## src/hdl/mca_ram.sv

```systemverilog
// ----------------------------------------------------------------------------
// mca_ram: generic single-write, single-read RAM
// One write port and one read port; the read data is registered.
// ----------------------------------------------------------------------------
module mca_ram #(
   parameter int WIDTH = 8,
   parameter int DEPTH = 16
) (
   input  logic                     clock,
   input  logic                     wr_en,
   input  logic [$clog2(DEPTH)-1:0] wr_addr,
   input  logic [WIDTH-1:0]         wr_data,
   input  logic [$clog2(DEPTH)-1:0] rd_addr,
   output logic [WIDTH-1:0]         rd_data
);

   logic [WIDTH-1:0] mem [DEPTH];

   always_ff @(posedge clock) begin
      if (wr_en) begin
         mem[wr_addr] <= wr_data;
      end
      rd_data <= mem[rd_addr];
   end

endmodule

```

## config.mk

```make
export PLATFORM = sky130hd
export DESIGN_NAME = mca_ram
export DESIGN_NICKNAME = d
export VERILOG_FILES = /design/src/hdl/mca_ram.sv
export SDC_FILE = /design/constraint.sdc
export NUM_CORES = 1
export LEC_CHECK = 0
export ABC_CLOCK_PERIOD_IN_PS = 2850
export BUFFER_PORTS_ARGS = -buffer_cell sky130_fd_sc_hd__buf_2
export CAP_MARGIN = 20
export CELL_PAD_IN_SITES_DETAIL_PLACEMENT = 0
export CELL_PAD_IN_SITES_GLOBAL_PLACEMENT = 1
export CORE_ASPECT_RATIO = 0.9
export CORE_UTILIZATION = 50
export DETAILED_ROUTE_END_ITERATION = 10
export GPL_TIMING_DRIVEN = 1
export MAX_ROUTING_LAYER = met4
export PLACE_DENSITY_LB_ADDON = 0.1
export SETUP_SLACK_MARGIN = 0.2
export SKIP_LAST_GASP = 1
export SLEW_MARGIN = 20
export SYNTH_ARGS = -nofsm -noshare
export SYNTH_HDL_FRONTEND = slang
export SYNTH_SLANG_ARGS = --single-unit
```

## constraint.sdc

```tcl
create_clock -name clock -period 2.85 [get_ports clock]
set_input_delay 0.1425 -clock clock [delete_from_list [all_inputs] [get_ports clock]]
set_output_delay 0.1425 -clock clock [all_outputs]
set_load 0.03 [all_outputs]
```

Word level (Yosys, flattened, before mapping)
Memories as Yosys holds them, arrays and structs flattened. A register that Yosys moved wholly into a read port is not among the register bits.
Cells that the tools add are included.
W data, S select, Z words.
{ "op_classes": {"muxes": 2} }
{ "ops": {"columns": ["operator", "n"], "rows": [
  ["$mux W1", 2]
]} }
{ "word_totals": {"out_inout_bits": 8, "mem_count": 1, "reg_bits": 0, "elab_cells": 3, "ram_bits": 128, "in_bits": 18} }
{ "memory_table": {"columns": ["memory", "words", "width", "rd", "rd_ports_with_merged_regs", "write_ports", "line_no", "text"], "rows": [
  ["mem", 16, 8, 1, 1, 1, "17", "logic [WIDTH-1:0] mem [DEPTH];"]
]} }

Longest topological paths before layout
Gate-level depths: netlist (run 1).
{ "depth": {"depth_word": 2, "depth_mapped": 5, "depth_no_buf": 3} }

Worst setup path before layout (run 1)
No wires, ideal clock.
{ "synth_path": {"path_kind": "input -> register", "start": "in wr_addr[2]", "end": "mem mem[0][0] (enable)", "path_slack_ns": 1.215, "path_stages": 2, "n_path_buf": 0, "t_arrival_ns": 1.252, "required_time_ns": 2.467, "cell_sequence": "or3b_2 -> nor3_1"} }
{ "synth_lines": {"columns": ["item", "line_no", "text"], "rows": [
  ["from (decl)", "11", "input logic [$clog2(DEPTH)-1:0] wr_addr,"],
  ["to (decl)", "17", null]
]} }
No word-level cell before the write port.

==> results.py, run 1 <==
metrics = {
    "run_status": {
        "status": "complete, no violations",
    },
    "logic_synthesis": {
        "synth_simple_gate_area_share_pct": 3.18,
        "yosysTopAreaCell": "edfxtp_1",
        "synth_top_cell_area_share_pct": 74.7,
        "synth.top_cells.by_area": "edfxtp_1 (75%), mux4_2 (7.9%), mux4_1 (7.1%)",
        "synthMuxAreaShare_pct": 15.0,
        "synth_top_family_by_area": "multiplexers",
        "syn_inst": 229,
        "synth_fa_ha_area_share_pct": 0,
        "syn-mean-instance-area_um2": 22.5,
        "synth-xor-area-share_pct": 0,
        "synth_compound_area_share_pct": 2.33,
        "synth_nets": 247,
        "synth_seq_cells": 136,
        "yosys_warnings": 0,
        "ys_seq_area_share_pct": 77.8,
        "yosysUniqueCellTypes": 19,
        "synth_area_um2": 5150,
    },
    "finish": {
        "fin_nets": 294,
        "final-seq-area_um2": 4000,
        "fill_cells": 677,
        "areaGrowthSynthToFinish_pct": 17.4,
        "final_common_cell": "edfxtp_1",
        "final_cell_mix": "edfxtp_1 (128), buf_2 (25), mux4_2 (18)",
        "multi_input_area_um2": 1060,
        "n_antenna_cell": 0,
        "drive_above_1_share_pct": 30.4,
        "final_cell_area_um2": 6040,
    },
    "setup_path": {
        "worst-r2r-cell-count": 3,
        "cp-end-kind": "flop",
        "critPathArrivalTime_ns": 1.78,
        "crit_path_start_kind": "input pin",
        "critPathMaxFanout": 15,
        "crit_required_ns": 3.14,
        "criticalPathCategory": "input pin to flop",
    },
    "timing": {
        "finalCritPeriodShare_pct": 52.3,
        "tightest_slew_ns": 0.938,
        "fin_skew_ns": 0.00651,
        "fmax_ghz": 0.671,
        "final_hold_viol_count": 0,
        "min_period_ns": 1.49,
        "setup_viol": 0,
        "hold_slack_ns": 0.120,
        "rsz0062_at_grt": "false",
        "finalMaxSlewViolations": 0,
        "timing.setup.tns_ns": 0,
        "slew_headroom_pct": 37.2,
    },
    "floorplanning": {
        "dieHeight_um": 98.3,
        "rows": 34,
        "io_pins": 26,
        "die_w_um": 109,
        "start_util_pct": 52.4,
        "dieArea_um2": 10700,
        "core_area_um2": 9830,
    },
    "detailed_routing": {
        "num_vias": 2372,
        "drt_iter0_drc": 118,
        "viasPerCell": 5.72,
        "routed_wl_mm": 9.78,
        "ant_nets": 0,
        "wl_per_cell_um": 23.6,
        "drc": 0,
        "dr.pass1.iters": 4,
    },
    "global_routing": {
        "grt_pass1_vias": 2353,
        "grt_overflow_total": 0,
        "grt_pass1_wl_mm": 14.6,
        "grt_antenna_before_repair": 0,
        "track_usage_pct": 21.0,
        "grt_max_degree": 25,
    },
    "power": {
        "p_per_area_nw_per_um2": 774,
        "vdd_drop_max_mv": 0.693,
        "leakagePower_nw": 2.03,
    },
    "clock_network": {
        "cts_max_path_buffers": 2,
        "htree_num_levels": 4,
        "cts_root_buf": "clkbuf_16",
        "ctsHoldBuffers": 0,
        "path_clk_slew_ns": 0.06,
        "cts_tree": "built",
        "cts_setup_buffers": 0,
        "cts_resized": 0,
        "numCtsBuffers": 17,
        "worstSkewPairLatency_ns": 0.41,
        "cts_sinks": 136,
    },
    "placement": {
        "numPortBuffers": 25,
        "post_dp_cell_area_um2": 5440,
        "hpwl_mm": 6.00,
        "gp_congestion": 0.712,
    },
    "hold_path": {
        "holdPathStages": 1,
        "hold_class": "input pin to flop",
    },
    "flow_run": {
        "drv_cap": 0,
    },
}
[through the flow]
step / power, mW / instances / util, % / setup slack, ns
finish: 4.68 / 415 / 61.5 / 1.36
global route: 4.80 / 415 / 61.5 / 1.29
CTS: 4.70 / 415 / 61.5 / 1.35
detailed placement: 2.52 / 383 / 55.4 / 0.918
global placement: 2.52 / 383 / 55.4 / 0.886
floorplan: 2.43 / 229 / - / 1.21
[report_power, final]
| group | switching, mW | internal, mW | total [mW] |
|---|---|---|---|
| Combinational | 0.140 | 0.0855 | 0.226 |
| Sequential | 0.0127 | 2.24 | 2.25 |
| Clock | 0.828 | 1.37 | 2.20 |
[final cells by class]
class                   instances  area share, %
flip-flops and latches        136           66.2
well taps                     126           2.61
repair buffers                 38           3.68
clock inverters                15           2.94
multi-input cells              83           17.5
clock buffers                  17           7.04
[Yosys cell counts (all sizes together)]
cell / number
nand3: 1
mux4: 32
and2: 1
and2b: 1
nand2: 9
nand3b: 2
nand2b: 2
edfxtp: 128
nor2: 13
or3b: 1
nor2b: 1
clkdlybuf4s25: 3
dfxtp: 8
nor3: 4
a22oi: 16
buf: 7
[layer usage]
metal	share of wire [%]	vias up	global-route usage [%]	wire [um]
li1	-	1066	-	-
met1	49	1236	30.5	4750
met2	47	61	29.6	4630
met3	3.4	9	5.61	335
met4	0.65	0	5.61	64
met5	0	-	-	0
[critical path: stages]
cell     delay, ns
buf_2         0.40
buf_4         0.28
mux4_1        0.56
a22oi_1       0.30
nand2_1       0.09
[kinds of logic after synthesis]
group	after synthesis
flops	136
simple gates	35
mux	32
compound gates	16
buf+inv	10
[worst paths after layout]
path | startpoint | endpoint | slack [ns]
max | rd_addr[0] | rd_data[0]$_DFF_P_ | 1.36
min | wr_data[3] | mem[7][3]$_DFFE_PP_ | 0.12
max reg2reg | mem[3][6]$_DFFE_PP_ | rd_data[6]$_DFF_P_ | 1.46
min reg2reg | mem[15][7]$_DFFE_PP_ | rd_data[7]$_DFF_P_ | 0.69
[state kept, by name, summed over array words and instances, names as in the netlist]
register,count
mem,128
rd_data,8
Note: power is estimated with default switching activity, not from simulation.
==> run 2, diff against run 1 <==
- ABC_CLOCK_PERIOD_IN_PS: 2850 -> 1500
- clock period: 2.85 -> 1.5 ns (I/O delays scaled with it)
==> run 2 against run 1 <==
Die area did not move. Routed wire length grew 6.2%. Register-to-register slack worse by 1.3 ns. Largest cell class unchanged. Largest power group unchanged.
==> results.py, run 2 (synthesis results as in run 1) <==
metrics = {
    "run_status": {
        "status": "complete, no violations",
    },
    "placement": {
        "hpwl_mm": 6.49,
        "post_dp_cell_area_um2": 5630,
        "gp_congestion": 0.702,
        "numPortBuffers": 25,
        "placed_cells": 401,
    },
    "clock_network": {
        "cts_setup_buffers": 0,
        "htree_num_levels": 4,
        "cts_sinks": 136,
        "cts_max_path_buffers": 2,
        "numCtsBuffers": 17,
        "cts_tree": "built",
        "cts_root_buf": "clkbuf_16",
        "worstSkewPairLatency_ns": 0.41,
        "path_clk_slew_ns": 0.06,
    },
    "global_routing": {
        "grt_pass1_vias": 2518,
        "grt_pass1_wl_mm": 15.7,
        "grt_overflow_total": 0,
        "grt_util_met3_pct": 5.61,
        "grt_use_met1_pct": 34.9,
        "globalRoute.busiestLayer": "met1",
        "grt_antenna_before_repair": 0,
        "grt_max_degree": 24,
        "track_usage_pct": 22.5,
        "grt.met2_usage_pct": 29.3,
    },
    "detailed_routing": {
        "dr.pass1.iters": 5,
        "drt_iter0_drc": 209,
        "viasPerCell": 5.80,
        "ant_nets": 0,
        "num_vias": 2507,
        "wl_per_cell_um": 24.0,
        "drc": 0,
        "routed_wl_mm": 10.4,
    },
    "timing": {
        "finalMaxSlewViolations": 0,
        "setup_viol": 0,
        "fmax_ghz": 0.771,
        "slew_headroom_pct": 68.2,
        "timing.setup.tns_ns": 0,
        "rsz0062_at_grt": "true",
        "min_period_ns": 1.30,
        "finalCritPeriodShare_pct": 86.5,
        "tightest_slew_ns": 0.477,
        "fin_skew_ns": 0.00678,
        "final_hold_viol_count": 0,
    },
    "setup_path": {
        "criticalPathCategory": "flop to flop",
        "r2r_setup_slack_ns": 0.20,
        "crit_required_ns": 1.79,
        "crit_buf_inv": 0,
        "cpPeakStageDelay_ns": 0.53,
        "cp-end-kind": "flop",
        "crit_slowest_cell": "mux4_2",
        "critPathMaxFanout": 1,
        "path_cells": "mux4_2 -> a22oi_2 -> nand2_1",
        "crit_path_start_kind": "flop",
        "crit_family": "multiplexers",
        "critPathArrivalTime_ns": 1.58,
    },
    "finish": {
        "final_cell_mix": "edfxtp_1 (128), mux4_2 (29), buf_4 (27)",
        "n_antenna_cell": 0,
        "final_common_cell": "edfxtp_1",
        "areaGrowthSynthToFinish_pct": 20.7,
        "largest-register": "mem",
        "drive_above_1_share_pct": 40.5,
        "final_cell_count_no_fill": 432,
        "utilization_pct": 63.2,
        "final_cell_area_um2": 6210,
        "fin_nets": 312,
        "top_regs": "mem x128, rd_data x8",
        "largest_register_ffs": 128,
    },
    "power": {
        "leakagePower_nw": 2.11,
        "totalPowerFinal_mw": 8.81,
        "p_per_area_nw_per_um2": 1420,
        "vdd_drop_max_mv": 0.720,
    },
    "floorplanning": {
        "dieArea_um2": 10700,
        "io_pins": 26,
        "start_util_pct": 52.4,
        "die_w_um": 109,
        "rows": 34,
        "dieHeight_um": 98.3,
        "core_area_um2": 9830,
    },
    "hold_path": {
        "hold_class": "input pin to flop",
    },
    "flow_run": {
        "drv_cap": 0,
    },
}
==> run 2: area by class of cell <==
type | count | area, um^2
flip-flops and latches | 136 | 4000
fillers | 689 | 3610
multi-input cells | 83 | 1080
clock buffers | 20 | 437
repair buffers | 56 | 408
well taps | 126 | 158
clock inverters | 11 | 131
==> run 2: timing repair <==
item                       CTS  global route
gates resized for setup     15             7
pin swaps                    2             4
setup endpoints to repair    7             8
hold buffers                 0             0
==> run 2: path summary, 6_finish.rpt <==
check                            start                    to  cells after the start
setup reg to reg  mem[11][6]$_DFFE_PP_    rd_data[6]$_DFF_P_                      3
hold / removal              wr_data[4]  mem[14][4]$_DFFE_PP_                      1
hold reg to reg   mem[14][2]$_DFFE_PP_    rd_data[2]$_DFF_P_                      3
setup / recovery  mem[11][6]$_DFFE_PP_    rd_data[6]$_DFF_P_                      3
==> run 2: routing by layer <==
layer / routed length, um / up-vias
li1: - / 1099
met1: 4900 / 1302
met2: 4610 / 96
met3: 762 / 10
met4: 114 / 0
met5: 0 / -
==> run 2: power by group <==
| group | leakage, nW | internal (mW) | total (mW) | switching [mW] |
|---|---|---|---|---|
| registers | 1.22 | 4.25 | 4.28 | 0.0243 |
| clock network | 0.282 | 2.58 | 4.02 | 1.45 |
| logic | 0.607 | 0.212 | 0.516 | 0.304 |
==> run 2: through the flow <==
stage / hold WS, ns / worst slack (ns)
after floorplan: 0.174 / 0.159
after global placement: 0.485 / -0.0896
after detailed placement: 0.487 / -0.0940
after CTS: 0.0524 / 0.177
after global routing: 0.0601 / 0.176
final: 0.0607 / 0.203
==> run 2: worst reg2reg max path: stages (launching register included) <==
cell and delay (ns):
edfxtp_1 0.37, mux4_2 0.53, a22oi_2 0.19, nand2_1 0.10
==> run 3, diff against run 2 <==
- ABC_CLOCK_PERIOD_IN_PS: 1500 -> 1600
- CORE_MARGIN: unset -> 8
- clock period: 1.5 -> 1.6 ns (I/O delays scaled with it)
==> run 3 against run 2 <==
Clock power decreased by 7.0%. Final area decreased by 1.3%. Sequential share of layout area increased by 0.88 points. Critical path depth is the same. Critical endpoint is now rd_data[4]$_DFF_P_. Largest cell class unchanged.
==> results.py, run 3 (synthesis results as in run 1) <==
metrics = {
    "finish": {
        "fin_nets": 302,
        "final_cell_area_um2": 6130,
        "fill_cells": 728,
        "largest_register_ffs": 128,
        "largest-register": "mem",
        "drive_above_1_share_pct": 32.5,
        "top_regs": "mem x128, rd_data x8",
        "n_antenna_cell": 0,
        "final_cell_count_no_fill": 424,
        "areaGrowthSynthToFinish_pct": 19.1,
        "final_cell_mix": "edfxtp_1 (128), buf_2 (25), mux4_2 (18), buf_4 (18), clkbuf_16 (17)",
        "final_common_cell": "edfxtp_1",
    },
    "floorplanning": {
        "rows": 35,
        "dieHeight_um": 112,
        "dieArea_um2": 13800,
        "die_w_um": 123,
        "core_area_um2": 10100,
        "start_util_pct": 50.9,
        "io_pins": 26,
    },
    "clock_network": {
        "numCtsBuffers": 17,
        "htree_num_levels": 4,
        "cts_tree": "built",
        "cts_max_path_buffers": 2,
        "path_clk_slew_ns": 0.06,
        "cts_root_buf": "clkbuf_16",
        "worstSkewPairLatency_ns": 0.41,
        "cts_sinks": 136,
    },
    "setup_path": {
        "cp-end-kind": "flop",
        "critPathArrivalTime_ns": 1.62,
        "crit_path_start_kind": "flop",
        "crit_required_ns": 1.89,
        "critPathMaxFanout": 1,
        "criticalPathCategory": "flop to flop",
    },
    "detailed_routing": {
        "num_vias": 2387,
        "drc": 0,
        "dr.pass1.iters": 4,
        "drt_iter0_drc": 178,
        "ant_nets": 0,
        "routed_wl_mm": 9.88,
        "viasPerCell": 5.63,
        "wl_per_cell_um": 23.3,
    },
    "placement": {
        "gp_congestion": 0.703,
        "numPortBuffers": 25,
        "placed_cells": 394,
        "post_dp_cell_area_um2": 5550,
        "hpwl_mm": 6.30,
    },
    "power": {
        "leakagePower_nw": 2.10,
        "p_per_area_nw_per_um2": 1330,
        "vdd_drop_max_mv": 0.930,
        "totalPowerFinal_mw": 8.17,
    },
    "global_routing": {
        "grt_overflow_total": 0,
        "grt_pass1_wl_mm": 15.1,
        "grt_antenna_before_repair": 0,
        "grt_pass1_vias": 2485,
        "grt_max_degree": 33,
        "track_usage_pct": 16.0,
    },
    "timing": {
        "min_period_ns": 1.33,
        "setup_viol": 0,
        "slew_headroom_pct": 71.7,
        "tightest_slew_ns": 0.425,
        "fin_skew_ns": 0.00858,
        "final_hold_viol_count": 0,
        "finalCritPeriodShare_pct": 83.2,
        "timing.setup.tns_ns": 0,
        "fmax_ghz": 0.751,
        "rsz0062_at_grt": "false",
        "finalMaxSlewViolations": 0,
    },
    "flow_run": {
        "drv_cap": 0,
    },
    "hold_path": {
        "hold_class": "input pin to flop",
    },
    "run_status": {
        "status": "complete, no violations",
    },
}
[run 3: cell types whose count changed in the layout (fill, tap and decap cells not counted), sizes merged]
cell      before  now
buf           56   46
clkinv         8    5
clkinvlp       0    2
[run 3: path summary, 6_finish.rpt]
check                      start                   end  slack [ns]  cells after the start
min reg2reg  mem[8][2]$_DFFE_PP_    rd_data[2]$_DFF_P_        0.68                      3
min                   wr_data[4]  mem[15][4]$_DFFE_PP_        0.06                      1
max          mem[9][4]$_DFFE_PP_    rd_data[4]$_DFF_P_        0.27                      3
max reg2reg  mem[9][4]$_DFFE_PP_    rd_data[4]$_DFF_P_        0.27                      3
[run 3: report_power, final]
part           switching, mW  leakage (nW)  internal, mW  total [mW]
clock network           1.32         0.275          2.41        3.74
logic                  0.254         0.597         0.170       0.424
registers             0.0251          1.22          3.99        4.01
[run 3: metal layers]
| layer | global-route usage, % | up-vias | wire length [um] |
|---|---|---|---|
| li1 | - | 1084 | - |
| met1 | 20.5 | 1226 | 4470 |
| met2 | 23.9 | 70 | 4790 |
| met3 | 4.32 | 7 | 535 |
| met4 | 6.33 | 0 | 85 |
| met5 | - | - | 0 |
[run 3: repair_timing]
action                                  4_1_cts  5_1_grt
hold buffers                                  0        0
endpoints found under the setup margin        0        3
buffers inserted                              0        0
resized for setup                             0        3
[run 3: through the flow]
| step | utilization [%] | worst slack (ns) | hold slack [ns] |
|---|---|---|---|
| detailed placement | 54.8 | 0.0808 | 0.485 |
| global placement | 54.8 | 0.0772 | 0.477 |
| finish | 60.6 | 0.269 | 0.0643 |
| CTS | 60.4 | 0.217 | 0.0431 |
| global route | 60.6 | 0.200 | 0.0633 |
| floorplan | - | 0.254 | 0.179 |
[run 3: critical path, stage by stage, from the launching register on]
cell and delay [ns]:
edfxtp_1 0.35, mux4_1 0.54, a22oi_2 0.24, nand2_1 0.08
[run 3: cell type report]
type | count | area, um^2 | area share, %
Clock buffer | 20 | 437 | 7.12
Timing Repair Buffer | 46 | 320 | 5.23
Multi-Input combinational cell | 83 | 1080 | 17.6
Sequential cell | 136 | 4000 | 65.3
Clock inverter | 10 | 130 | 2.12
Tap cell | 129 | 161 | 2.63
