$ cat src/hdl/mca_pkg.sv
// ----------------------------------------------------------------------------
// mca_pkg: shared types and constants of the assignment solver
// Widths of the fixed fields, dual arithmetic width and register indexes.
// ----------------------------------------------------------------------------
package mca_pkg;

   localparam int MAX_ROWS_DEFAULT  = 16;
   localparam int COST_BITS_DEFAULT = 32;
   localparam int ROW_CAP           = 16;   // rows that results can report
   localparam int CFG_W             = 5;
   localparam int COST_W            = 32;
   localparam int TOTAL_W           = 48;
   localparam int DUAL_W            = 52;   // duals, slack and reduced costs

   localparam logic signed [DUAL_W-1:0] BIG_VALUE = DUAL_W'(64'sd1 <<< (DUAL_W - 2));

   localparam logic REG_ROWS = 1'b0;
   localparam logic REG_COLS = 1'b1;

   typedef struct packed {
      logic             start;
      logic [CFG_W-1:0] rows;
      logic [CFG_W-1:0] cols;
   } mca_ctrl_type;

   typedef struct packed {
      logic                      done;
      logic signed [TOTAL_W-1:0] total;
   } mca_stat_type;

endpackage

$ cat src/hdl/mca_ram.sv
// ----------------------------------------------------------------------------
// mca_ram: generic single-write, single-read RAM
// One write port and one read port; the read data is registered.
// ----------------------------------------------------------------------------
module mca_ram #(
   parameter int WIDTH = 8,
   parameter int DEPTH = 16
) (
   input  logic                     clock,
   input  logic                     wr_en,
   input  logic [$clog2(DEPTH)-1:0] wr_addr,
   input  logic [WIDTH-1:0]         wr_data,
   input  logic [$clog2(DEPTH)-1:0] rd_addr,
   output logic [WIDTH-1:0]         rd_data
);

   logic [WIDTH-1:0] mem [DEPTH];

   always_ff @(posedge clock) begin
      if (wr_en) begin
         mem[wr_addr] <= wr_data;
      end
      rd_data <= mem[rd_addr];
   end

endmodule

$ cat src/hdl/mca_core.sv
// ----------------------------------------------------------------------------
// mca_core: primal-dual Hungarian solve engine
// Column state (duals, slack, parent, match) lives in one RAM and is
// processed read-modify-write, one column at a time.
// ----------------------------------------------------------------------------
module mca_core #(
   parameter int MAX_ROWS  = mca_pkg::MAX_ROWS_DEFAULT,
   parameter int COST_BITS = mca_pkg::COST_BITS_DEFAULT
) (
   input  logic                               clock,
   input  logic                               reset,
   input  mca_pkg::mca_ctrl_type              ctrl,
   output mca_pkg::mca_stat_type              stat,
   output logic [$clog2(MAX_ROWS*MAX_ROWS)-1:0] cost_raddr,
   input  logic [((COST_BITS < 32) ? COST_BITS : 32)-1:0] cost_rdata,
   input  logic [$clog2((MAX_ROWS < 16) ? MAX_ROWS : 16)-1:0] emit_row,
   output logic [$clog2((MAX_ROWS < 16) ? MAX_ROWS : 16)-1:0] emit_col
);
   import mca_pkg::*;

   localparam int ROW_LIM = (MAX_ROWS < ROW_CAP) ? MAX_ROWS : ROW_CAP;
   localparam int JW      = $clog2(ROW_LIM + 1);
   localparam int RW      = $clog2(ROW_LIM);
   localparam int CW      = (COST_BITS < 32) ? COST_BITS : 32;
   localparam int CAW     = $clog2(MAX_ROWS * MAX_ROWS);

   localparam logic [3:0] ST_IDLE    = 4'd0;
   localparam logic [3:0] ST_INIT    = 4'd1;
   localparam logic [3:0] ST_PHASE   = 4'd2;
   localparam logic [3:0] ST_J0_RD   = 4'd3;
   localparam logic [3:0] ST_J0_GOT  = 4'd4;
   localparam logic [3:0] ST_SC_RD   = 4'd5;
   localparam logic [3:0] ST_SC_CALC = 4'd6;
   localparam logic [3:0] ST_SC_WR   = 4'd7;
   localparam logic [3:0] ST_UP_RD   = 4'd8;
   localparam logic [3:0] ST_UP_WR   = 4'd9;
   localparam logic [3:0] ST_AUG_RD  = 4'd10;
   localparam logic [3:0] ST_AUG_P   = 4'd11;
   localparam logic [3:0] ST_AUG_WR  = 4'd12;
   localparam logic [3:0] ST_FIN_RD  = 4'd13;
   localparam logic [3:0] ST_FIN_GOT = 4'd14;
   localparam logic [3:0] ST_FIN_ADD = 4'd15;

   typedef struct packed {
      logic signed [DUAL_W-1:0] u;       // dual of the row matched here
      logic signed [DUAL_W-1:0] v;       // column dual
      logic signed [DUAL_W-1:0] slack;
      logic [JW-1:0]            parent;
      logic [JW-1:0]            match;
   } col_entry_type;

   logic [3:0]               state_ff, state_in;
   logic [JW-1:0]            n_ff, n_in, c_ff, c_in;
   logic [JW-1:0]            i_ff, i_in, j_ff, j_in;
   logic [JW-1:0]            j0_ff, j0_in, j1_ff, j1_in, cur_ff, cur_in;
   logic [CAW-1:0]           base_ff, base_in;
   logic signed [DUAL_W-1:0] u0_ff, u0_in, delta_ff, delta_in, red_ff, red_in;
   logic signed [TOTAL_W-1:0] sum_ff, sum_in;
   logic [ROW_LIM:0]         reached_ff, reached_in, sv_ff, sv_in;
   logic [RW-1:0]            rowm_ff [ROW_LIM];
   logic                     rowm_we;
   logic [RW-1:0]            rowm_idx, rowm_val;
   col_entry_type            ent_ff, ent_in;
   logic                     done_ff, done_in;

   logic                     col_we;
   logic [JW-1:0]            col_waddr, col_raddr;
   col_entry_type            col_wdata, col_rdata;
   logic signed [DUAL_W-1:0] cost_ext, slk;
   logic [CAW-1:0]           addr_c;

   mca_ram #(.WIDTH($bits(col_entry_type)), .DEPTH(ROW_LIM + 1)) u_col_ram (
      .clock   (clock),
      .wr_en   (col_we),
      .wr_addr (col_waddr),
      .wr_data (col_wdata),
      .rd_addr (col_raddr),
      .rd_data (col_rdata)
   );

   assign cost_ext = {{(DUAL_W - CW){cost_rdata[CW-1]}}, cost_rdata};
   assign emit_col = rowm_ff[emit_row];
   assign stat.done  = done_ff;
   assign stat.total = sum_ff;

   always_comb begin
      state_in   = state_ff;
      n_in       = n_ff;
      c_in       = c_ff;
      i_in       = i_ff;
      j_in       = j_ff;
      j0_in      = j0_ff;
      j1_in      = j1_ff;
      cur_in     = cur_ff;
      base_in    = base_ff;
      u0_in      = u0_ff;
      delta_in   = delta_ff;
      red_in     = red_ff;
      sum_in     = sum_ff;
      reached_in = reached_ff;
      sv_in      = sv_ff;
      ent_in     = ent_ff;
      done_in    = 1'b0;
      col_we     = 1'b0;
      col_waddr  = j_ff;
      col_wdata  = ent_ff;
      col_raddr  = j_ff;
      cost_raddr = CAW'(int'(base_ff) + int'(j_ff) - 1);
      rowm_we    = 1'b0;
      rowm_idx   = RW'(int'(col_rdata.match) - 1);
      rowm_val   = RW'(int'(j_ff) - 1);
      slk        = BIG_VALUE;
      addr_c     = CAW'((int'(col_rdata.match) - 1) * int'(c_ff) + int'(j_ff) - 1);

      case (state_ff)
         ST_IDLE: begin
            if (ctrl.start) begin
               n_in     = JW'(ctrl.rows);
               c_in     = JW'(ctrl.cols);
               j_in     = '0;
               state_in = ST_INIT;
            end
         end
         ST_INIT: begin
            col_we    = 1'b1;
            col_wdata = '0;
            if (j_ff == n_ff) begin
               i_in     = JW'(1);
               state_in = ST_PHASE;
            end else begin
               j_in = j_ff + JW'(1);
            end
         end
         ST_PHASE: begin
            // Column zero carries the row being inserted, with a zero dual.
            col_we          = 1'b1;
            col_waddr       = '0;
            col_wdata       = '0;
            col_wdata.match = i_ff;
            reached_in      = '0;
            sv_in           = '0;
            j0_in           = '0;
            state_in        = ST_J0_RD;
         end
         ST_J0_RD: begin
            col_raddr = j0_ff;
            state_in  = ST_J0_GOT;
         end
         ST_J0_GOT: begin
            if (col_rdata.match == '0) begin
               cur_in   = j0_ff;
               state_in = ST_AUG_RD;
            end else begin
               u0_in      = col_rdata.u;
               base_in    = CAW'((int'(col_rdata.match) - 1) * int'(c_ff));
               reached_in[j0_ff] = 1'b1;
               delta_in   = BIG_VALUE;
               j1_in      = '0;
               j_in       = JW'(1);
               state_in   = ST_SC_RD;
            end
         end
         ST_SC_RD: begin
            state_in = ST_SC_CALC;
         end
         ST_SC_CALC: begin
            ent_in   = col_rdata;
            red_in   = ((j_ff > c_ff) ? '0 : cost_ext) - u0_ff - col_rdata.v;
            state_in = ST_SC_WR;
         end
         ST_SC_WR: begin
            if (!reached_ff[j_ff]) begin
               slk       = sv_ff[j_ff] ? ent_ff.slack : BIG_VALUE;
               col_wdata = ent_ff;
               if (red_ff < slk) begin
                  slk              = red_ff;
                  col_wdata.parent = j0_ff;
               end
               col_wdata.slack = slk;
               col_we          = 1'b1;
               sv_in[j_ff]     = 1'b1;
               if (slk < delta_ff) begin
                  delta_in = slk;
                  j1_in    = j_ff;
               end
            end
            if (j_ff == n_ff) begin
               j_in     = '0;
               state_in = ST_UP_RD;
            end else begin
               j_in     = j_ff + JW'(1);
               state_in = ST_SC_RD;
            end
         end
         ST_UP_RD: begin
            state_in = ST_UP_WR;
         end
         ST_UP_WR: begin
            col_we    = 1'b1;
            col_wdata = col_rdata;
            if (reached_ff[j_ff]) begin
               col_wdata.u = col_rdata.u + delta_ff;
               col_wdata.v = col_rdata.v - delta_ff;
            end else begin
               col_wdata.slack = col_rdata.slack - delta_ff;
            end
            if (j_ff == n_ff) begin
               j0_in    = j1_ff;
               state_in = ST_J0_RD;
            end else begin
               j_in     = j_ff + JW'(1);
               state_in = ST_UP_RD;
            end
         end
         ST_AUG_RD: begin
            col_raddr = cur_ff;
            state_in  = ST_AUG_P;
         end
         ST_AUG_P: begin
            ent_in    = col_rdata;
            col_raddr = col_rdata.parent;
            state_in  = ST_AUG_WR;
         end
         ST_AUG_WR: begin
            // The row and its dual move one column back along the path.
            col_we          = 1'b1;
            col_waddr       = cur_ff;
            col_wdata       = ent_ff;
            col_wdata.match = col_rdata.match;
            col_wdata.u     = col_rdata.u;
            cur_in          = ent_ff.parent;
            if (ent_ff.parent != '0) begin
               state_in = ST_AUG_RD;
            end else if (i_ff == n_ff) begin
               j_in     = JW'(1);
               sum_in   = '0;
               state_in = ST_FIN_RD;
            end else begin
               i_in     = i_ff + JW'(1);
               state_in = ST_PHASE;
            end
         end
         ST_FIN_RD: begin
            state_in = ST_FIN_GOT;
         end
         ST_FIN_GOT: begin
            rowm_we    = 1'b1;
            cost_raddr = addr_c;
            if (j_ff <= c_ff) begin
               state_in = ST_FIN_ADD;
            end else if (j_ff == n_ff) begin
               done_in  = 1'b1;
               state_in = ST_IDLE;
            end else begin
               j_in     = j_ff + JW'(1);
               state_in = ST_FIN_RD;
            end
         end
         ST_FIN_ADD: begin
            sum_in = sum_ff + TOTAL_W'(cost_ext);
            if (j_ff == n_ff) begin
               done_in  = 1'b1;
               state_in = ST_IDLE;
            end else begin
               j_in     = j_ff + JW'(1);
               state_in = ST_FIN_RD;
            end
         end
         default: begin
            state_in = ST_IDLE;
         end
      endcase
   end

   always_ff @(posedge clock) begin
      if (reset) begin
         state_ff <= ST_IDLE;
         done_ff  <= 1'b0;
      end else begin
         state_ff <= state_in;
         done_ff  <= done_in;
      end
      n_ff       <= n_in;
      c_ff       <= c_in;
      i_ff       <= i_in;
      j_ff       <= j_in;
      j0_ff      <= j0_in;
      j1_ff      <= j1_in;
      cur_ff     <= cur_in;
      base_ff    <= base_in;
      u0_ff      <= u0_in;
      delta_ff   <= delta_in;
      red_ff     <= red_in;
      sum_ff     <= sum_in;
      reached_ff <= reached_in;
      sv_ff      <= sv_in;
      ent_ff     <= ent_in;
      if (rowm_we) begin
         rowm_ff[rowm_idx] <= rowm_val;
      end
   end

endmodule

$ cat config.mk
export PLATFORM = sky130hd
export DESIGN_NAME = mca_core
export DESIGN_NICKNAME = d
export VERILOG_FILES = /design/src/hdl/mca_pkg.sv /design/src/hdl/mca_ram.sv /design/src/hdl/mca_core.sv
export SDC_FILE = /design/constraint.sdc
export NUM_CORES = 2
export LEC_CHECK = 0
export BUFFER_PORTS_ARGS = -buffer_cell sky130_fd_sc_hd__buf_4
export CORE_MARGIN = 8
export CORE_UTILIZATION = 30
export DETAILED_ROUTE_END_ITERATION = 6
export HOLD_SLACK_MARGIN = 0.12
export MAX_ROUTING_LAYER = met4
export PLACE_DENSITY = 0.53
export SLEW_MARGIN = 0
export SYNTH_ARGS = -nofsm -noshare
export SYNTH_HDL_FRONTEND = slang
export SYNTH_SLANG_ARGS = --single-unit
$ cat constraint.sdc
create_clock -name clock -period 19.36 [get_ports clock]
set_input_delay 0.968 -clock clock [delete_from_list [all_inputs] [get_ports clock]]
set_output_delay 0.968 -clock clock [all_outputs]
set_load 0.02 [all_outputs]
# Word level (Yosys, flattened, before mapping)
# Memories as Yosys holds them, arrays and structs flattened. A register that Yosys moved wholly into a read port is not among the register bits.
# Index checks and enable logic that the tools add are counted.
totals:
  inputBits: 49
  latch_bits: 0
  rom_bits: 0
  reg_bits: 452
  output_inout_bits: 61
  memories: 2
  mem_bits_rw: 2886
  word_cells: 176
memory_table:
  columns: ["name", "depth", "word_bits", "read_ports", "rd_clocked_by_memory_dff", "wr", "line_no", "source"]
  rows:
  - ["u_col_ram.mem", 17, 166, 1, 1, 1, "mca_ram.sv:17", "logic [WIDTH-1:0] mem [DEPTH];"]
  - ["rowm_ff", 16, 4, 1, 0, 1, "mca_core.sv:60", "logic [RW-1:0] rowm_ff [ROW_LIM];"]
op_classes:
  n_shift: 0
  bitwise: 3
  eq_ne: 28
  muxes: 72
  mul: 1
  div_mod_pow: 0
  addsub: 14
  n_lt_le_gt_ge: 8
  reduce_logical: 27
op_table:
  columns: ["operator", "n"]
  rows:
  - ["case mux 166 bit (5 select lines)", 1]
  - ["2-to-1 mux 52 bit", 9]
  - ["subtractor 52 bit", 4]
  - ["< comparator 52 bit", 2]
  - ["2-to-1 mux 104 bit", 1]
  - ["case mux 52 bit (2 select lines)", 1]
  - ["2-to-1 mux 48 bit", 2]
  - ["case mux 48 bit (2 select lines)", 1]
  - ["2-to-1 mux 5 bit", 16]
  - ["case mux 17 bit (2 select lines)", 2]
  - ["case mux 4 bit (16 select lines)", 1]
  - ["2-to-1 mux 62 bit", 1]
  - ["adder 52 bit", 1]
  - ["case mux 5 bit (2 select lines)", 5]
  - ["adder 48 x 32 -> 48 bit", 1]
  - ["2-to-1 mux 4 bit", 9]
  - ["2-to-1 mux 17 bit", 2]
  - ["OR 17 bit", 2]
  - ["== test 4 bit, second input constant", 8]
  - ["case mux 5 bit (6 select lines)", 1]
  - ["!= test 2 bit, second input constant", 11]
  - ["== test 4 x 3 -> 1 bit, second input constant", 4]
  - ["case mux 5 bit (3 select lines)", 1]
  - ["AND reduction 2 bit", 7]
  - ["other kinds (33)", 60]

# Depth between registers and ports, before layout
logic_depth:
  word_depth: 11
  depth_mapped: 35
  depth_no_buf: 30

# By module
# A second synthesis with hierarchy kept.
unflattened:
  hier_cells: 9296
  hier_area_um2: 150808.4
modules_own_cells:
  columns: ["mod", "cells_each", "seq_area_each_um2", "instances", "area_each_um2"]
  rows:
  - ["mca_ram", 5085, 88064.5, 1, 110078.1]
  - ["mca_core", 4211, 15444.8, 1, 40730.3]

# Worst setup path after synthesis
# Ideal clock, no wire load.
synth_timing:
  path_type: "register -> register"
  start: "register j_ff[0]"
  end: "memory u_col_ram.mem[16][0] in the netlist's numbering, enable pin"
  arrival_time_ps: 13640
  setup_ps: 895
  required_time_ps: 18465
  slack_ps: 4825
  period_less_slack_ps: 14535
  path_buffers: 3
  stages_incl_launch_ff: 13
  path_cell_list: "edfxtp_1 -> buf_2 -> buf_2 -> mux4_2 -> nand2_1 -> a21oi_1 -> a31oi_1 -> o21ai_0 -> buf_2 -> nand2b_1 -> a21boi_0 -> nand2_1 -> nor3_1"
synth_between:
  elab_chain_cells: 6
  elab_cells_between_ends: 7
  cone_classes: "mux (7)"
synth_lines:
  columns: ["element", "line_no", "source"]
  rows:
  - ["start, declared", "mca_core.sv:54", "logic [JW-1:0] i_ff, i_in, j_ff, j_in;"]
  - ["start signal, assigned", "mca_core.sv:286", "j_ff <= j_in;"]
  - ["binary-select mux 1 bit (select 5 bit)", "mca_core.sv:172", "if (!reached_ff[j_ff]) begin"]
  - ["2-to-1 mux 1 bit (not written as such)", "mca_core.sv:172", null]
  - ["2-to-1 mux 1 bit", "mca_core.sv:172", null]
  - ["case mux 1 bit (2 select lines)", "mca_core.sv:115", "case (state_ff)"]
  - ["2-to-1 mux 1 bit", "mca_ram.sv:20", "if (wr_en) begin"]
  - ["2-to-1 mux 1 bit (not written as such)", "mca_ram.sv:21", "mem[wr_addr] <= wr_data;"]
  - ["end, declared", "mca_ram.sv:17", null]
# Several ways; a longest one is shown, not always the timed one. The select of a mux whose other input is x is not followed.

# Worst setup path in the final report
layout_timing:
  start: "register j_ff[2]"
  end: "register delta_ff[18], enable pin"
layout_between:
  elab_chain_cells: 10
  elab_cells_between_ends: 13
  cone_classes: "order compare (2); eq/ne (2); mux (8); reduce/logical (1)"
layout_lines:
  columns: ["element", "line_no", "source"]
  rows:
  - ["binary-select mux 1 bit (select 5 bit)", "mca_core.sv:173", "slk = sv_ff[j_ff] ? ent_ff.slack : BIG_VALUE;"]
  - ["2-to-1 mux 1 bit (not written as such)", "mca_core.sv:173", null]
  - ["2-to-1 mux 52 bit", "mca_core.sv:173", null]
  - ["< comparator 52 bit", "mca_core.sv:175", "if (red_ff < slk) begin"]
  - ["2-to-1 mux 52 bit", "mca_core.sv:175", null]
  - ["2-to-1 mux 52 bit", "mca_core.sv:172", null]
  - ["2-to-1 mux 52 bit", "mca_core.sv:115", null]
  - ["< comparator 52 bit", "mca_core.sv:182", "if (slk < delta_ff) begin"]
  - ["!= test 2 bit (no line)", null, null]
  - ["AND reduction 4 bit (no line) *", null, null]
  - ["end signal, assigned", "mca_core.sv:292", "delta_ff <= delta_in;"]
  - ["end, declared", "mca_core.sv:57", "logic signed [DUAL_W-1:0] u0_ff, u0_in, delta_ff, delta_in, red_ff, red_in;"]
# Every way passes the cells marked *; elsewhere a longest branch is shown, timed or not. The select of a mux whose other input is x is not followed.
# A chain may end at the register's enable or synchronous reset.

==> results_dict.tcl <==
set metrics [dict create \
    grt_pass1_wl_um 686600 \
    slew_headroom_pct 12.82 \
    grt_usage_pct 17.18 \
    clock.fmax_ghz 0.08722 \
    maxSlewViolCount 0 \
    instances_no_fill 19590 \
    drt_iter0_drc 9855 \
    port-buffer-count 109 \
    peakVddDrop_mv 0.08916 \
    drc 1 \
    clkPwrFrac_pct 35.1 \
    nets 13036 \
    cts_setup_buffers 0 \
    finalCritPeriodShare_pct 59.22 \
    pwr_density_cell_nw_per_um2 115.3 \
    cts_tree "yes" \
    cp_max_fo 73 \
    core-area_sq_um 512700 \
    clockRootBuffer "clkbuf_16" \
    hold_path.class "in2reg" \
    drive_gt1_share_pct 8.287 \
    r2r_cells 33 \
    power.leakage_uw 0.06316 \
    drt_wl_total_um 472100 \
    skew_ns 0.08484 \
    ios 110 \
    synth_most_common_cell "edfxtp_1" \
    grt_max_degree 152 \
    place_inst 18900 \
    rsz0062_at_grt "no" \
    routed_via_density 5.238 \
    cts.repair.resized 0 \
    grt_pass1_vias 97949 \
    area_growth_pct 13.92 \
    die_x_um 733.3 \
    synth_cell_types 90 \
    switching_share_pct 30.44 \
    place_hpwl_um 265900 \
    worst-setup-path-type "reg2reg" \
    tightestPinTransition_ns 1.299 \
    setup_tns_ns 0 \
    synth.avg_cell_area_sq_um 12.35 \
    async_flop_share_pct 0 \
    start_kind "flip-flop" \
    required_ns 19.94 \
    die_h_um 733.3 \
    setup_viol 0 \
    cts_sinks 3504 \
    gp_congestion 0.8932 \
    clk_path_buf_depth 4 \
    critPathCaptureType "flip-flop" \
    syn_area_sq_um 154300 \
    syn-num-nets 13016 \
    rows 263 \
    holdPathStages 3 \
    numCtsBuffers 360 \
    slowest_stage "edfxtp_1" \
    clock_latency_ns 1.00 \
    start_util_pct 30.11 \
    htreeDepth 5 \
    drtPass1Iterations 7 \
    wl_per_cell_um 24.10 \
    hold_violations 0 \
    violations "design-rule violations" \
    synth_cells 12497 \
    die-area_sq_um 537700 \
    grt_overflow 0 \
    synth_ff_type "edfxtp_1" \
    drv_cap 0 \
    num_vias 102611 \
    status "finished, violations left" \
    ant_nets 0 \
    yosysSeqAreaShare_pct 67.06 \
    antenna_found_initial 22 \
    ys_warn_count 0 \
    cts.reportedPaths.clkPinSlew_ns 0.07 \
    synthTopCellsByArea "edfxtp_1, nand2_1, ha_1, a311oi_1, nand3_1" \
    netlist_top_cells_count "edfxtp_1, nand2_1, nand3_1" \
    combPwrFrac_pct 21.3 \
    max_stage_delay_ns 0.80 \
    intPower_uw 14100 \
    cp.arrival_ns 12.04 \
    fin_crit_ns 11.47 \
    sequentialPowerShare_pct 43.6 \
    synth_edf_count 3333 \
    synth_seq_cells 3504 \
    synth_top_area_share_pct 64.84 \
    netSwitchingPower_uw 6169 \
    yosys.area.top_type "edfxtp_1" \
]
==> critical path: cells and delay by family, from the launching register on <==
| family | cells | cell delay [ns] |
|---|---|---|
| AOI/OAI and AO/OA | 12 | 2.80 |
| xor gates and xnor gates | 1 | 0.77 |
| adders and majority gates | 2 | 0.75 |
| buffers and inverters | 5 | 2.50 |
| DFF | 1 | 0.80 |
| and+or+nand+nor | 13 | 3.32 |
==> metal layers <==
| layer | vias up | part of all wire (%) | GRT usage, % |
|---|---|---|---|
| li1 | 46367 | - | - |
| met1 | 52128 | 45 | 23.57 |
| met5 | - | 0 | - |
| met3 | 640 | 6.1 | 1.849 |
| met2 | 3476 | 47 | 27.50 |
| met4 | 0 | 2.4 | 3.948 |
==> flip-flops by register name (all words and copies together), names as in the netlist, 8 cells and up <==
signal,count
reached_ff,17
u_col_ram.mem,2822
red_ff,52
ent_ff,166
sum_ff,48
u_col_ram.rd_data,166
u0_ff,52
base_ff,8
sv_ff,17
delta_ff,52
rowm_ff,64
==> stage by stage <==
stage	instance area, sq um	hold WS [ns]	power [uW]	util [%]	setup WS [ns]
after floorplan	154300	0.4195	11800	-	4.825
after global placement	163600	0.4210	13270	31.91	8.111
after detailed placement	163600	0.4255	13260	31.91	7.971
after CTS	175800	0.3203	20400	34.29	7.866
after global routing	175800	0.3797	21060	34.30	7.102
final	175800	0.4145	20270	34.30	7.895
==> timing repair <==
item / 4_1_cts / 5_1_grt
setup endpoints to repair: 0 / 0
hold buffers: 11 / 0
hold endpoints to repair: 13 / 0
==> path summary, 6_finish.rpt <==
path	startpoint	end	slack (ns)
worst max-delay path	j_ff[2]	delta_ff[18]	7.89
worst max register to register	j_ff[2]	delta_ff[18]	7.89
worst min register to register	u_col_ram.mem[16][123]	u_col_ram.rd_data[123]	0.42
worst min-delay path	ctrl[10]	state_ff[0]	0.41
==> cell families after synthesis <==
| group | synth area share [%] |
|---|---|
| flip-flops | 67.06 |
| adder cells (fa/ha/maj) | 4.141 |
| AO/OA/AOI/OAI | 10.57 |
| XOR/XNOR | 1.452 |
| buffers and inverters | 2.639 |
| AND/OR/NAND/NOR | 13.55 |
| multiplexers | 0.5812 |
==> cells in the final DEF (no fill, tap or decap), drive strengths merged, types with 16 or more instances in the layout <==
| cell | count |
|---|---|
| edfxtp | 3333 |
| nand2 | 2996 |
| nand3 | 716 |
| clkbuf | 503 |
| a311oi | 502 |
| ha | 402 |
| buf | 389 |
| nor2 | 381 |
| a21oi | 361 |
| and3 | 358 |
| a21o | 340 |
| inv | 338 |
| o21ai | 325 |
| a31oi | 205 |
| a211oi | 196 |
| dfxtp | 171 |
| xnor2 | 148 |
| clkinv | 119 |
| xor2 | 107 |
| a22oi | 87 |
| nor2b | 86 |
| fa | 68 |
| nand2b | 58 |
| and2 | 57 |
| nor3 | 54 |
| nand4 | 40 |
| o21bai | 36 |
| o21a | 33 |
| a222oi | 29 |
| bufinv | 28 |
| mux4 | 26 |
| o211ai | 26 |
| mux2i | 21 |
| or2 | 16 |
| nor3b | 16 |
==> power groups by stage <==
stage	Clock, uW	Combinational, uW	Sequential [uW]
6_report	7110	4320	8830
5_1_grt	7510	4720	8830
4_1_cts	7260	4310	8830
3_5_place_dp	0	4270	8990
3_3_place_gp	0	4280	8990
2_1_floorplan	0	2950	8850
==> area by class of cell <==
cell class / count / area [sq um]
multi-input combinational: 7923 / 47170
clock buffer: 503 / 10020
timing repair buffer: 400 / 3331
inverter: 328 / 1234
fill: 50042 / 336800
tap: 6757 / 8454
sequential: 3504 / 103500
clock inverter: 170 / 2111
antenna: 5 / 12.51
No activity file was read; power rests on OpenSTA's default activity.
